File: config.mk
export PLATFORM = sky130hd
export DESIGN_NAME = stbt_outq
export DESIGN_NICKNAME = d
export VERILOG_FILES = /design/src/rtl/core/stbt_pkg.sv /design/src/rtl/core/stbt_outq.sv
export SDC_FILE = /design/constraint.sdc
export NUM_CORES = 1
export LEC_CHECK = 0
export BUFFER_PORTS_ARGS = -buffer_cell sky130_fd_sc_hd__buf_2
export CAP_MARGIN = 20
export CORE_UTILIZATION = 60
export CTS_CLUSTER_SIZE = 28
export DETAILED_ROUTE_END_ITERATION = 8
export PLACE_DENSITY = 0.9
export RECOVER_POWER = 50
export SYNTH_ARGS = -nofsm -noshare
export SYNTH_HDL_FRONTEND = slang
export SYNTH_SLANG_ARGS = --single-unit
File: constraint.sdc
create_clock -name clk -period 5.4 [get_ports clk]
set_clock_uncertainty 0.15 [all_clocks]
set_input_delay 1.62 -clock clk [delete_from_list [all_inputs] [get_ports clk]]
set_output_delay 1.62 -clock clk [all_outputs]
set_load 0.01 [all_outputs]
File: src/rtl/core/stbt_pkg.sv
// Shared constants, types and index tables for the symmetric tensor basis transform.
// Used by every module under rtl/core but stbt_checker; depends on nothing else.
package stbt_pkg;

  // Component format default (signed Q(W-16).16).
  localparam int COMP_WIDTH_DEF = 32;
  localparam int NUM_COMP       = 6;

  // Matrix entries are signed Q3.17, three to a 63-bit row register.
  localparam int ENTRY_W = 21;
  localparam int ROW_W   = 63;

  // Coefficient A[k][m]*A[l][n] (+ mirrored term) is Q.34 in 43 signed bits.
  // It is split into a signed high part and an unsigned low part of CL_W bits.
  localparam int COEF_W = 43;
  localparam int CL_W   = 22;

  // Accumulator carries 34 fraction bits plus guard bits above the component.
  localparam int FRAC_SHIFT = 34;
  localparam int ACC_GUARD  = 46;

  // Result queue and the number of register stages in a lane.
  localparam int QUEUE_DEPTH = 8;
  localparam int PIPE_DEPTH  = 4;

  // Configuration port.
  localparam int CFG_INDEX_W = 8;
  localparam int CFG_DATA_W  = 64;

  localparam logic [CFG_INDEX_W-1:0] REG_ROW0 = CFG_INDEX_W'(0);
  localparam logic [CFG_INDEX_W-1:0] REG_ROW1 = CFG_INDEX_W'(1);
  localparam logic [CFG_INDEX_W-1:0] REG_ROW2 = CFG_INDEX_W'(2);
  localparam logic [CFG_INDEX_W-1:0] REG_MODE = CFG_INDEX_W'(3);

  // Identity matrix at reset.
  localparam logic [ROW_W-1:0] ROW0_RST = 63'd131072;
  localparam logic [ROW_W-1:0] ROW1_RST = 63'd274877906944;
  localparam logic [ROW_W-1:0] ROW2_RST = 63'd576460752303423488;

  // Upper-triangle order of the tensor components: xx, xy, xz, yy, yz, zz.
  localparam int TRI_K [NUM_COMP] = '{0, 0, 0, 1, 1, 2};
  localparam int TRI_L [NUM_COMP] = '{0, 1, 2, 1, 2, 2};

  typedef logic signed [ENTRY_W-1:0] entry_t;
  typedef entry_t [2:0][2:0] matrix_t;

  typedef struct packed {
    logic push;
    logic pop;
  } q_ctrl_t;

endpackage

File: src/rtl/core/stbt_outq.sv
// Result queue that holds finished items until the receiver takes them.
// Depends on stbt_pkg for the control struct and the default depth.
module stbt_outq import stbt_pkg::*; #(
  parameter int WIDTH = 8,
  parameter int DEPTH = QUEUE_DEPTH
) (
  input  logic             clk,
  input  logic             rst,
  input  q_ctrl_t          ctrl,
  input  logic [WIDTH-1:0] push_data,
  output logic             valid,
  output logic [WIDTH-1:0] data
);

  localparam int PTR_W = $clog2(DEPTH);
  localparam int CNT_W = $clog2(DEPTH + 1);

  logic [WIDTH-1:0] mem [DEPTH];
  logic [PTR_W-1:0] wr_ptr;
  logic [PTR_W-1:0] rd_ptr;
  logic [CNT_W-1:0] count;
  logic [CNT_W-1:0] count_next;

  assign count_next = count + CNT_W'(ctrl.push) - CNT_W'(ctrl.pop);

  always_ff @(posedge clk) begin
    if (rst) begin
      wr_ptr <= '0;
      rd_ptr <= '0;
      count  <= '0;
    end else begin
      if (ctrl.push) begin
        wr_ptr <= wr_ptr + PTR_W'(1);
      end
      if (ctrl.pop) begin
        rd_ptr <= rd_ptr + PTR_W'(1);
      end
      count <= count_next;
    end
  end

  always_ff @(posedge clk) begin
    if (ctrl.push) begin
      mem[wr_ptr] <= push_data;
    end
  end

  assign valid = (count != '0);
  assign data  = mem[rd_ptr];

endmodule

==> summary by stage <==
Clocking
In this run, post-CTS repair resized a total of 0 instances. Clock-pin slew was measured on the worst setup and hold paths at 0.07 ns. The H-tree was split into 3 levels. At the later pin of the worst-skew pair, clock insertion delay measures 0.34 ns. The count of clock tree sinks is 77. The setup fix buffers added after clock tree synthesis is 0. The tree is rooted in a clkbuf_8. The CTS buffer count is 9. TritonCTS built the clock tree.

The hold buffer count at CTS is 0. The longest clock path from root to sink contains 2 buffers.

Detailed routing
The pre-antenna-repair detailed-routing pass consisted of 4 iterations. Wires add up to 5080 um. The detail route stage leaves a number of antenna-violating nets equal to 0. The number of design-rule violations left by the first detailed-router iteration is 116. Dividing the detail-routed via count by the number of cells gives 5.67.

The final route contains 1,473 vias. The final routed wire length divided by cell count is 19.5 um. The final routed DRC violation total is 0.

Layout
The repair_antennas step left the layout with diodes totalling 0. The final layout net count is 208. The layout overhead on the synthesized area is 10.2%. Fill cells in the final layout number 329. In the final layout, the multi-input gates occupy 823 sq um. The commonest non-fill, non-tap cell in the layout is edfxtp_1. The area taken by flip-flops and latches is 2180 sq um. The fraction of layout instances using a drive strength above 1 is 18.7%. In the layout the commonest cells are 64 x edfxtp_1, 16 x nor2_1, 15 x mux4_1, 13 x dfxtp_1, 12 x clkbuf_1.

Synth
For this run, the number of Yosys warnings is 0. The sequential-to-total area share from yosys stat is 70.9%. The number of register bits inferred by synthesis is 77. The total nets after synthesis is 181.

In this run the mean area of a mapped cell was 19.1 sq um. In this run, distinct cell masters in the synthesized netlist total 24. The mapped netlist covers 3080 sq um. The post-synthesis instance total is 161.

Floorplanning
The vertical die dimension is 73.6 um. The horizontal die dimension is 73.6 um. Once the floorplan was initialized, standard cells occupied 63.9% of the core.

After floorplanning, the core was sized to cover 4820 sq um. Row generation in the floorplan step produced 25 rows. The die covers 5420 sq um.

The total I/O pin count is 21.

STA
After layout, the worst path uses 75.6% of the clock period. The final-layout setup total negative slack is 0 ns. The total count of hold-check failures in the final report came to 0. Setup repair after global routing left no endpoint under its margin. Across all setup checks in the final design, the least slack found is 1.32 ns.

The worst relative slew slack is 38.8%. Setup violations remaining at the end of the flow were counted as 0. Derived from the worst setup path, the maximum achievable clock frequency is 245 MHz.

The final max-slew violation count came to 0. The final critical delay including setup and external delays is 4.08 ns. The transition time of the tightest slew-check pin is 0.915 ns.

Critical path
The category of the worst setup path launch point is a register. The critical path in this run is classified as reg -> out. Data arrives at the worst endpoint at 2.31 ns. The endpoint class of the critical path is a primary output. Of all nets on the critical path, the largest fanout is 16. At the worst endpoint, the required time is 3.63 ns.

Run
The count of max-cap constraint violations is 0.

Status
The run finished with clean final reports.

Min path
The min-delay analysis places its worst path in the category reg -> reg.

Power
The leakage power is 1.16 nW. For this design the total switching power over the nets is 0.297 mW. The share of total power in the clock network is 31.5%. Power spread over the standard cell area amounts to 363 nW/um^2. Combinational logic is responsible for 12.5% of the overall power. Of the total power, the share spent switching nets is 24.1%.

The total internal power is 0.934 mW. IR analysis of the VDD net gives a maximum drop of 0.182 mV. The share of total power dissipated in sequential elements is 56.0%.

Placement
Prior to clock tree synthesis, the placed netlist has a worst setup slack of 1.64 ns. The post-detailed-placement half-perimeter wirelength is 3390 um. The placer congestion estimate is 0.671. The number of input and output port buffers inserted is 20.

GRT
The initial antenna violation count was 0. The total routing usage reported by global routing is 21.1%. The via count of the first global-routing pass was 1,569. The first global-routing pass estimated 7730 um of wire. The global route total overflow is 0. The pin count of the biggest net entering global routing is 17.
cells by family (layout without fill, tap and decap cells):
group | after synthesis | in the layout | share of synthesized area [%]
AO/OA/AOI/OAI | 3 | 3 | 0.610
flip-flops | 77 | 77 | 70.9
XOR/XNOR | 5 | 5 | 1.42
AND/OR/NAND/NOR | 29 | 29 | 4.10
adder cells (fa/ha/maj) | 8 | 8 | 3.49
buffers and inverters | 13 | 45 | 2.40
multiplexers | 26 | 26 | 17.1
worst max-delay path, stage by stage (launching register included):
cell and delay, ns:
dfxtp_1 0.90, mux4_1 0.65, mux2_2 0.29, buf_2 0.14
path summary, 6_finish.rpt:
check,startpoint,endpoint,slack (ns),cells after the start
worst max-delay path,register,data[1],1.32,3
worst min-delay path,rd_ptr[2]$_SDFFE_PP0P_,register,0.39,2
worst max register to register,wr_ptr[0]$_SDFFE_PP0P_,mem[3][6]$_DFFE_PP_,3.60,2
worst min register to register,rd_ptr[2]$_SDFFE_PP0P_,register,0.39,2
cells in the mapped netlist:
cell,instances,area share (%)
buf_1,1,0.12
fa_1,1,0.65
buf_6,1,0.37
inv_1,7,0.85
dfxtp_1,13,8.5
a21oi_1,2,0.33
nor2b_1,1,0.20
nor2_1,16,2.0
nand3_1,2,0.33
mux4_1,15,13
clkbuf_1,2,0.24
nand2b_1,4,0.81
mux2i_1,2,0.65
buf_2,1,0.16
xor2_1,3,0.85
mux4_2,1,0.73
ha_1,7,2.8
buf_12,1,0.65
nand2_1,4,0.49
xnor2_1,2,0.57
mux2_2,8,2.9
nor3_1,2,0.33
a31o_2,1,0.28
edfxtp_1,64,62
routing by layer:
metal,part of all wire (%),track usage [%],routed length (um)
met1,41,26.2,2090
met2,51,34.6,2590
met3,6.3,5.62,322
met4,1.4,10.7,71
met5,0,0,0
power groups by stage:
stage | clock [mW] | combinational [mW] | sequential, mW
global route | 0.413 | 0.172 | 0.692
finish | 0.388 | 0.154 | 0.690
detailed placement | 0 | 0.156 | 0.704
CTS | 0.389 | 0.157 | 0.690
floorplan | 0 | 0.115 | 0.692
global placement | 0 | 0.137 | 0.701
final cells by class:
type,count,area share (%)
tap,67,2.47
clock inverter,4,0.664
inverter,7,0.775
multi-input combinational,71,24.3
clock buffer,12,4.57
sequential,77,64.3
timing repair buffer,22,2.91
state kept, by name (all words and copies together), names as in the netlist, named ones only:
register and flops:
wr_ptr 3, mem 64, count 4, rd_ptr 3
stage by stage:
| stage | cell area (sq um) | power [mW] | utilization (%) | cells | hold WS (ns) |
|---|---|---|---|---|---|
| 2_1_floorplan | 3080 | 0.807 | - | 161 | 0.335 |
| 6_report | 3390 | 1.23 | 70.4 | 260 | 0.388 |
| 3_5_place_dp | 3230 | 0.860 | 67.1 | 244 | 0.376 |
| 4_1_cts | 3410 | 1.24 | 70.8 | 260 | 0.394 |
| 3_3_place_gp | 3230 | 0.837 | 67.1 | 244 | 0.348 |
| 5_1_grt | 3390 | 1.28 | 70.4 | 260 | 0.434 |
Note: power is estimated with default switching activity, not from simulation.
