<file path="src/rtl/core/stbt_pkg.sv">
// Shared constants, types and index tables for the symmetric tensor basis transform.
// Used by every module under rtl/core but stbt_checker; depends on nothing else.
package stbt_pkg;

  // Component format default (signed Q(W-16).16).
  localparam int COMP_WIDTH_DEF = 32;
  localparam int NUM_COMP       = 6;

  // Matrix entries are signed Q3.17, three to a 63-bit row register.
  localparam int ENTRY_W = 21;
  localparam int ROW_W   = 63;

  // Coefficient A[k][m]*A[l][n] (+ mirrored term) is Q.34 in 43 signed bits.
  // It is split into a signed high part and an unsigned low part of CL_W bits.
  localparam int COEF_W = 43;
  localparam int CL_W   = 22;

  // Accumulator carries 34 fraction bits plus guard bits above the component.
  localparam int FRAC_SHIFT = 34;
  localparam int ACC_GUARD  = 46;

  // Result queue and the number of register stages in a lane.
  localparam int QUEUE_DEPTH = 8;
  localparam int PIPE_DEPTH  = 4;

  // Configuration port.
  localparam int CFG_INDEX_W = 8;
  localparam int CFG_DATA_W  = 64;

  localparam logic [CFG_INDEX_W-1:0] REG_ROW0 = CFG_INDEX_W'(0);
  localparam logic [CFG_INDEX_W-1:0] REG_ROW1 = CFG_INDEX_W'(1);
  localparam logic [CFG_INDEX_W-1:0] REG_ROW2 = CFG_INDEX_W'(2);
  localparam logic [CFG_INDEX_W-1:0] REG_MODE = CFG_INDEX_W'(3);

  // Identity matrix at reset.
  localparam logic [ROW_W-1:0] ROW0_RST = 63'd131072;
  localparam logic [ROW_W-1:0] ROW1_RST = 63'd274877906944;
  localparam logic [ROW_W-1:0] ROW2_RST = 63'd576460752303423488;

  // Upper-triangle order of the tensor components: xx, xy, xz, yy, yz, zz.
  localparam int TRI_K [NUM_COMP] = '{0, 0, 0, 1, 1, 2};
  localparam int TRI_L [NUM_COMP] = '{0, 1, 2, 1, 2, 2};

  typedef logic signed [ENTRY_W-1:0] entry_t;
  typedef entry_t [2:0][2:0] matrix_t;

  typedef struct packed {
    logic push;
    logic pop;
  } q_ctrl_t;

endpackage

</file>
<file path="src/rtl/core/stbt_merge.sv">
// Merging stage: saturates the six rounded lane sums and combines their clip flags.
// Depends on stbt_pkg.
module stbt_merge import stbt_pkg::*; #(
  parameter int COMP_WIDTH = COMP_WIDTH_DEF,
  localparam int ACC_W = COMP_WIDTH + ACC_GUARD
) (
  input  logic signed [ACC_W-1:0]        acc [NUM_COMP],
  output logic [NUM_COMP*COMP_WIDTH-1:0] comps,
  output logic                           saturated
);

  // Bits from the result's sign bit up that must all agree for the value to fit.
  localparam int HI_W = ACC_W - FRAC_SHIFT - COMP_WIDTH + 1;
  localparam logic [COMP_WIDTH-1:0] COMP_MAX = {1'b0, {(COMP_WIDTH-1){1'b1}}};
  localparam logic [COMP_WIDTH-1:0] COMP_MIN = {1'b1, {(COMP_WIDTH-1){1'b0}}};

  always_comb begin
    logic [HI_W-1:0] upper;
    comps     = '0;
    saturated = 1'b0;
    upper     = '0;
    for (int i = 0; i < NUM_COMP; i++) begin
      upper = acc[i][ACC_W-1:FRAC_SHIFT+COMP_WIDTH-1];
      if (upper == '0 || upper == '1) begin
        comps[i*COMP_WIDTH +: COMP_WIDTH] = acc[i][FRAC_SHIFT+COMP_WIDTH-1:FRAC_SHIFT];
      end else begin
        saturated = 1'b1;
        comps[i*COMP_WIDTH +: COMP_WIDTH] = acc[i][ACC_W-1] ? COMP_MIN : COMP_MAX;
      end
    end
  end

endmodule

</file>
<file path="config.mk">
export PLATFORM = sky130hd
export DESIGN_NAME = stbt_merge
export DESIGN_NICKNAME = d
export VERILOG_FILES = /design/src/rtl/core/stbt_pkg.sv /design/src/rtl/core/stbt_merge.sv
export SDC_FILE = /design/constraint.sdc
export NUM_CORES = 1
export LEC_CHECK = 0
export BUFFER_PORTS_ARGS = -buffer_cell sky130_fd_sc_hd__buf_2
export CAP_MARGIN = 40
export CELL_PAD_IN_SITES_DETAIL_PLACEMENT = 1
export CELL_PAD_IN_SITES_GLOBAL_PLACEMENT = 1
export CORE_AREA = 10 10 248 250
export DETAILED_ROUTE_END_ITERATION = 8
export DIE_AREA = 0 0 258 260
export PLACE_DENSITY = 0.46
export SYNTH_ARGS = -nofsm -noshare
export SYNTH_HDL_FRONTEND = slang
export SYNTH_SLANG_ARGS = --single-unit
</file>
<file path="constraint.sdc">
create_clock -name vclk -period 2.6
set_input_delay 0.65 -clock vclk [all_inputs]
set_output_delay 0.65 -clock vclk [all_outputs]
set_load 0.02 [all_outputs]
</file>
==> results.yml, run 1 <==
layout:
  stdcell_count: 1761
  num_antenna_cells: 0
  fin_util: 0.1745
  area_growth_pct: 328.0
  seq_area_um2: 0
  final_cell_mix: "buf_2 (253), buf_6 (208), nand2_4 (112), inv_1 (62), o21ai_1 (58)"
  layout_commonest_cell: "buf_2"
  layout.nets: 1475
  n_clock_buffer: 0
  seq_cell_count: 0
  final_layout_size_suffix_gt1_frac: 0.7970
route:
  drt_iter0_drc: 144
  finalWirelength_um: 32790
  vias_per_cell: 3.299
  drtAntennaViolNets: 0
  route.detailed.drc: 0
  vias: 5809
  drt_pass1_iterations: 4
  wl_per_cell_um: 18.62
worst_setup_path:
  startpoint_type: "input port"
  required_ps: 1950
  cp_max_fo: 5
  cp-end-kind: "primary output"
  crit_start: "acc[148]"
  crit_end: "saturated"
  worstPathArrival_ps: 2380
  path_class: "in -> out"
hold_path:
  hp-class: "in -> out"
  worstHoldStart: "acc[467]"
sta:
  slew_violations: 0
  setup_viol: 180
  max_freq_mhz: 330.2
  fin_ws_ps: -428.8
  finalCritPeriodShare: 1.165
  holdWs_ps: 1558
  maxSlewHeadroom: 0.6983
  tns_ps: -36160
  rsz0062_at_grt: "true"
  timing.final.hold_violations: 0
  tightest_slew_ps: 449.5
  layout_min_cycle_time_ps: 3029
global_routing:
  grt_max_degree: 32
  grt_pass1_wl_um: 45110
  grt.total_usage: 0.08730
  antenna_found_initial: 2
  grt-ovfl-total: 0
  first_global_vias: 6755
floorplan:
  die_area_um2: 67080
  die_w_um: 258
  die_h_um: 260
  coreArea_um2: 56280
  start_util: 0.04077
  pin_count: 661
  num_rows: 87
clock_tree:
  hold_buffers: 0
synth:
  yosysTopAreaCellShare: 0.4057
  syn_area_um2: 2295
  synth_xor_area_frac: 0
  post-synth-top-area-cell: "o21ai_0"
  syn_inst: 499
  synth_area_per_cell_um2: 4.599
  synthTopCellsByArea: "o21ai_0 (41%), nand2_1 (21%), inv_1 (10%)"
  synth_seq_area_share: 0
  synth_top_family_by_area: "compound AO/OA/AOI/OAI gates"
  yosysWarnings: 0
  synth_compound_area_frac: 0.4253
  ys_types: 18
  syn-num-nets: 967
  synthSimpleGateAreaFrac: 0.3784
  synth_fa_ha_area_frac: 0
  synthMuxAreaShare: 0
power:
  p_leak_nw: 4.349
  p_per_area_nw_per_um2: 139.2
  peakVddDrop_uv: 55.34
flow_run:
  drv.max_cap_violation_count: 0
outcome:
  violations: "negative setup slack"
  outcome: "complete, but fails checks"
place:
  dp_hpwl_um: 24380
  globalplace.congestion: 0.8208
  portBuffers: 457
  dp_cells: 1700
[how the worst min path moves through the flow]
| stage | to | cells after the start | slack (ps) |
|---|---|---|---|
| after detailed placement | comps[31] | 2 | 1580 |
| after global routing | comps[31] | 2 | 1570 |
| after CTS | comps[31] | 2 | 1570 |
| after global placement | comps[31] | 2 | 1580 |
| after floorplan | comps[127] | 1 | 1440 |
| final | comps[31] | 2 | 1560 |
[metal layers]
metal  track usage  share of wire  vias up
li1              -              -     2706
met1       0.09294           0.37     2727
met2        0.1611           0.49      341
met3       0.03971           0.12       31
met4      0.007025          0.021        4
met5             0        0.00064        -
[logic make-up after synthesis]
kind of cell           count (synthesis)
buffers and inverters                120
AOI/OAI and AO/OA                    192
and+or+nand+nor                      187
[cell type report]
type	instances	area, µm²
Multi-Input combinational cell	379	3498
Inverter	62	232.7
Fill cell	6679	46460
Tap cell	756	945.9
Timing Repair Buffer	564	5145
[through the flow]
stage	power (mW)	worst slack, ps	cell area (µm²)
2_1_floorplan	0.3522	-125.8	2351
3_3_place_gp	0.8498	-568.9	5861
3_5_place_dp	0.8519	-576.0	5861
4_1_cts	1.293	-451.6	9129
5_1_grt	1.456	-514.0	9822
6_report	1.367	-428.8	9822
[power breakdown]
part | leakage, nW | internal, mW | switching [mW]
sequential | 0 | 0 | 0
clock | 0 | 0 | 0
combinational | 4.35 | 0.676 | 0.691
[worst max-delay path, cell delays in order]
cell and delay, ps:
buf_6 90, or4_4 530, nor4_4 150, buf_4 180, a31oi_4 160, or4_4 460
buf_6 150
[cells in the mapped netlist]
| cell | instances |
|---|---|
| inv_1 | 62 |
| a31oi_1 | 2 |
| o22ai_1 | 2 |
| or4_4 | 2 |
| nand3_1 | 6 |
| and4_1 | 4 |
| nor4_4 | 2 |
| nand2_1 | 130 |
| buf_1 | 3 |
| nand4_1 | 12 |
| nor2_1 | 6 |
| or4_1 | 1 |
| clkbuf_1 | 55 |
| nor3_1 | 4 |
| a311o_1 | 2 |
| nor4_1 | 16 |
| or2_2 | 4 |
| o21ai_0 | 186 |
[timing repair]
item                                    4_1_cts  5_1_grt
gates cloned                                 23        3
endpoints found under the hold margin         0        0
pin swaps                                    36       32
endpoints found under the setup margin      187      187
resized for setup                           724      228
buffers inserted                             43        6
(Power assumes the default switching activity.)
==> inputs of run 2 (changes only) <==
- PLACE_DENSITY: 0.46 -> unset
- PLACE_DENSITY_LB_ADDON: unset -> 0.1
==> results.yml, run 2 (synthesized netlist as in run 1, its figures left out) <==
global_routing:
  antenna_found_initial: 8
  grt_max_degree: 32
  grt.total_usage: 0.1006
  first_global_vias: 6605
  grt_pass1_wl_um: 50030
  grt-ovfl-total: 0
sta:
  timing.final.hold_violations: 0
  finalCritPeriodShare: 1.177
  rsz0062_at_grt: "true"
  tightest_slew_ps: 435.8
  tns_ps: -38650
  fin_ws_ps: -460.6
  slew_violations: 0
  setup_viol: 187
  max_freq_mhz: 326.7
  layout_min_cycle_time_ps: 3061
  holdWs_ps: 1591
  maxSlewHeadroom: 0.7073
floorplan:
  num_rows: 87
  die_h_um: 260
  coreArea_um2: 56280
  die_w_um: 258
  die_area_um2: 67080
  start_util: 0.04077
  pin_count: 661
place:
  portBuffers: 457
  dp_hpwl_um: 27860
  post_dp_cell_area_um2: 5894
  globalplace.congestion: 0.7054
worst_setup_path:
  worstPathCellList: "buf_6 > or4_4 > nor4_4 > buf_4 > a31oi_4 > or4_4 > buf_6"
  cp_slowest_stage_delay_ps: 540
  path_class: "in -> out"
  cp-end-kind: "primary output"
  critical_path.top_delay_family: "simple AND/OR/NAND/NOR gates"
  critPathBufInv: 3
  worstPathArrival_ps: 2410
  slowest_stage: "or4_4"
  cp_max_fo: 2
  startpoint_type: "input port"
  required_ps: 1950
outcome:
  outcome: "complete, but fails checks"
  violations: "negative setup slack"
hold_path:
  whs_endpoint: "comps[58]"
  hp-class: "in -> out"
  min_path_cells: 4
  worstHoldStart: "acc[372]"
layout:
  layout.nets: 1495
  seq_area_um2: 0
  layout_commonest_cell: "buf_2"
  fin_util: 0.1929
  final_cell_mix: "buf_2 (254), buf_6 (224), nand2_4 (109), o21ai_2 (83), o21ai_4 (65)"
  n_clock_buffer: 0
  design_area_um2: 10850
  area_growth_pct: 373.0
  final_layout_size_suffix_gt1_frac: 0.8615
  seq_cell_count: 0
route:
  vias: 5830
  finalWirelength_um: 38150
  drt_iter0_drc: 134
  route.detailed.drc: 0
  vias_per_cell: 3.272
  drtAntennaViolNets: 0
  drt_pass1_iterations: 4
  wl_per_cell_um: 21.41
flow_run:
  drv.max_cap_violation_count: 0
power:
  p_leak_nw: 4.655
  peakVddDrop_uv: 50.25
  p_per_area_nw_per_um2: 128.8
clock_tree:
  hold_buffers: 0
## run 2: changes by cell type in the layout (fill, tap and decap cells not counted), sizes merged
cell    previous run  this run
clkbuf             4        11
bufbuf             0         1
buf              560       571
diode              0         1
a31oi              2         3
## run 2: worst max-delay path by stage
| stage | cells past startpoint | end | slack (ps) | startpoint |
|---|---|---|---|---|
| floorplan | 4 | saturated | -130 | acc[70] |
| global placement | 9 | comps[101] | -610 | acc[221] |
| detailed placement | 9 | comps[101] | -570 | acc[221] |
| CTS | 9 | comps[161] | -450 | acc[70] |
| global route | 7 | saturated | -520 | acc[70] |
| finish | 7 | saturated | -460 | acc[70] |
## run 2: report_power, final
group	switching, mW	total [mW]	internal (mW)
clock network	0	0.0000000515	0.0000000515
logic	0.713	1.40	0.685
registers	0	0	0
total	0.713	1.40	0.685
## run 2: per-stage QoR
step	instances	total power, mW	worst slack [ps]
floorplan	499	0.3522	-125.8
global placement	1703	0.8704	-605.4
CTS	1764	1.245	-450.5
detailed placement	1703	0.8656	-568.3
global route	1782	1.496	-522.0
finish	1782	1.398	-460.6
## run 2: cell type report
cell class	instances	area, µm²
Inverter	62	232.7
Antenna cell	1	2.502
Multi-Input combinational cell	380	3993
Fill cell	6640	45420
Timing Repair Buffer	583	5680
Tap cell	756	945.9
## run 2: layer usage
metal / GRT usage / share of wire / wire, µm / vias up
met1: 0.1135 / 0.38 / 14620 / 2782
met3: 0.04939 / 0.11 / 4242 / 14
met2: 0.1781 / 0.50 / 19140 / 270
li1: - / - / - / 2758
met4: 0 / 0.0028 / 107 / 6
met5: 0 / 0.0013 / 49 / -
## run 2: worst min-delay path, stage by stage
cell     delay, ps
buf_2           80
o21ai_2         50
nand2_2         50
buf_6          110
## run 2: timing repair
| item | 4_1_cts | 5_1_grt |
|---|---|---|
| setup buffers | 36 | 19 |
| endpoints found under the setup margin | 187 | 187 |
| cloned | 29 | 13 |
| pin swaps | 95 | 95 |
| resized for setup | 693 | 438 |
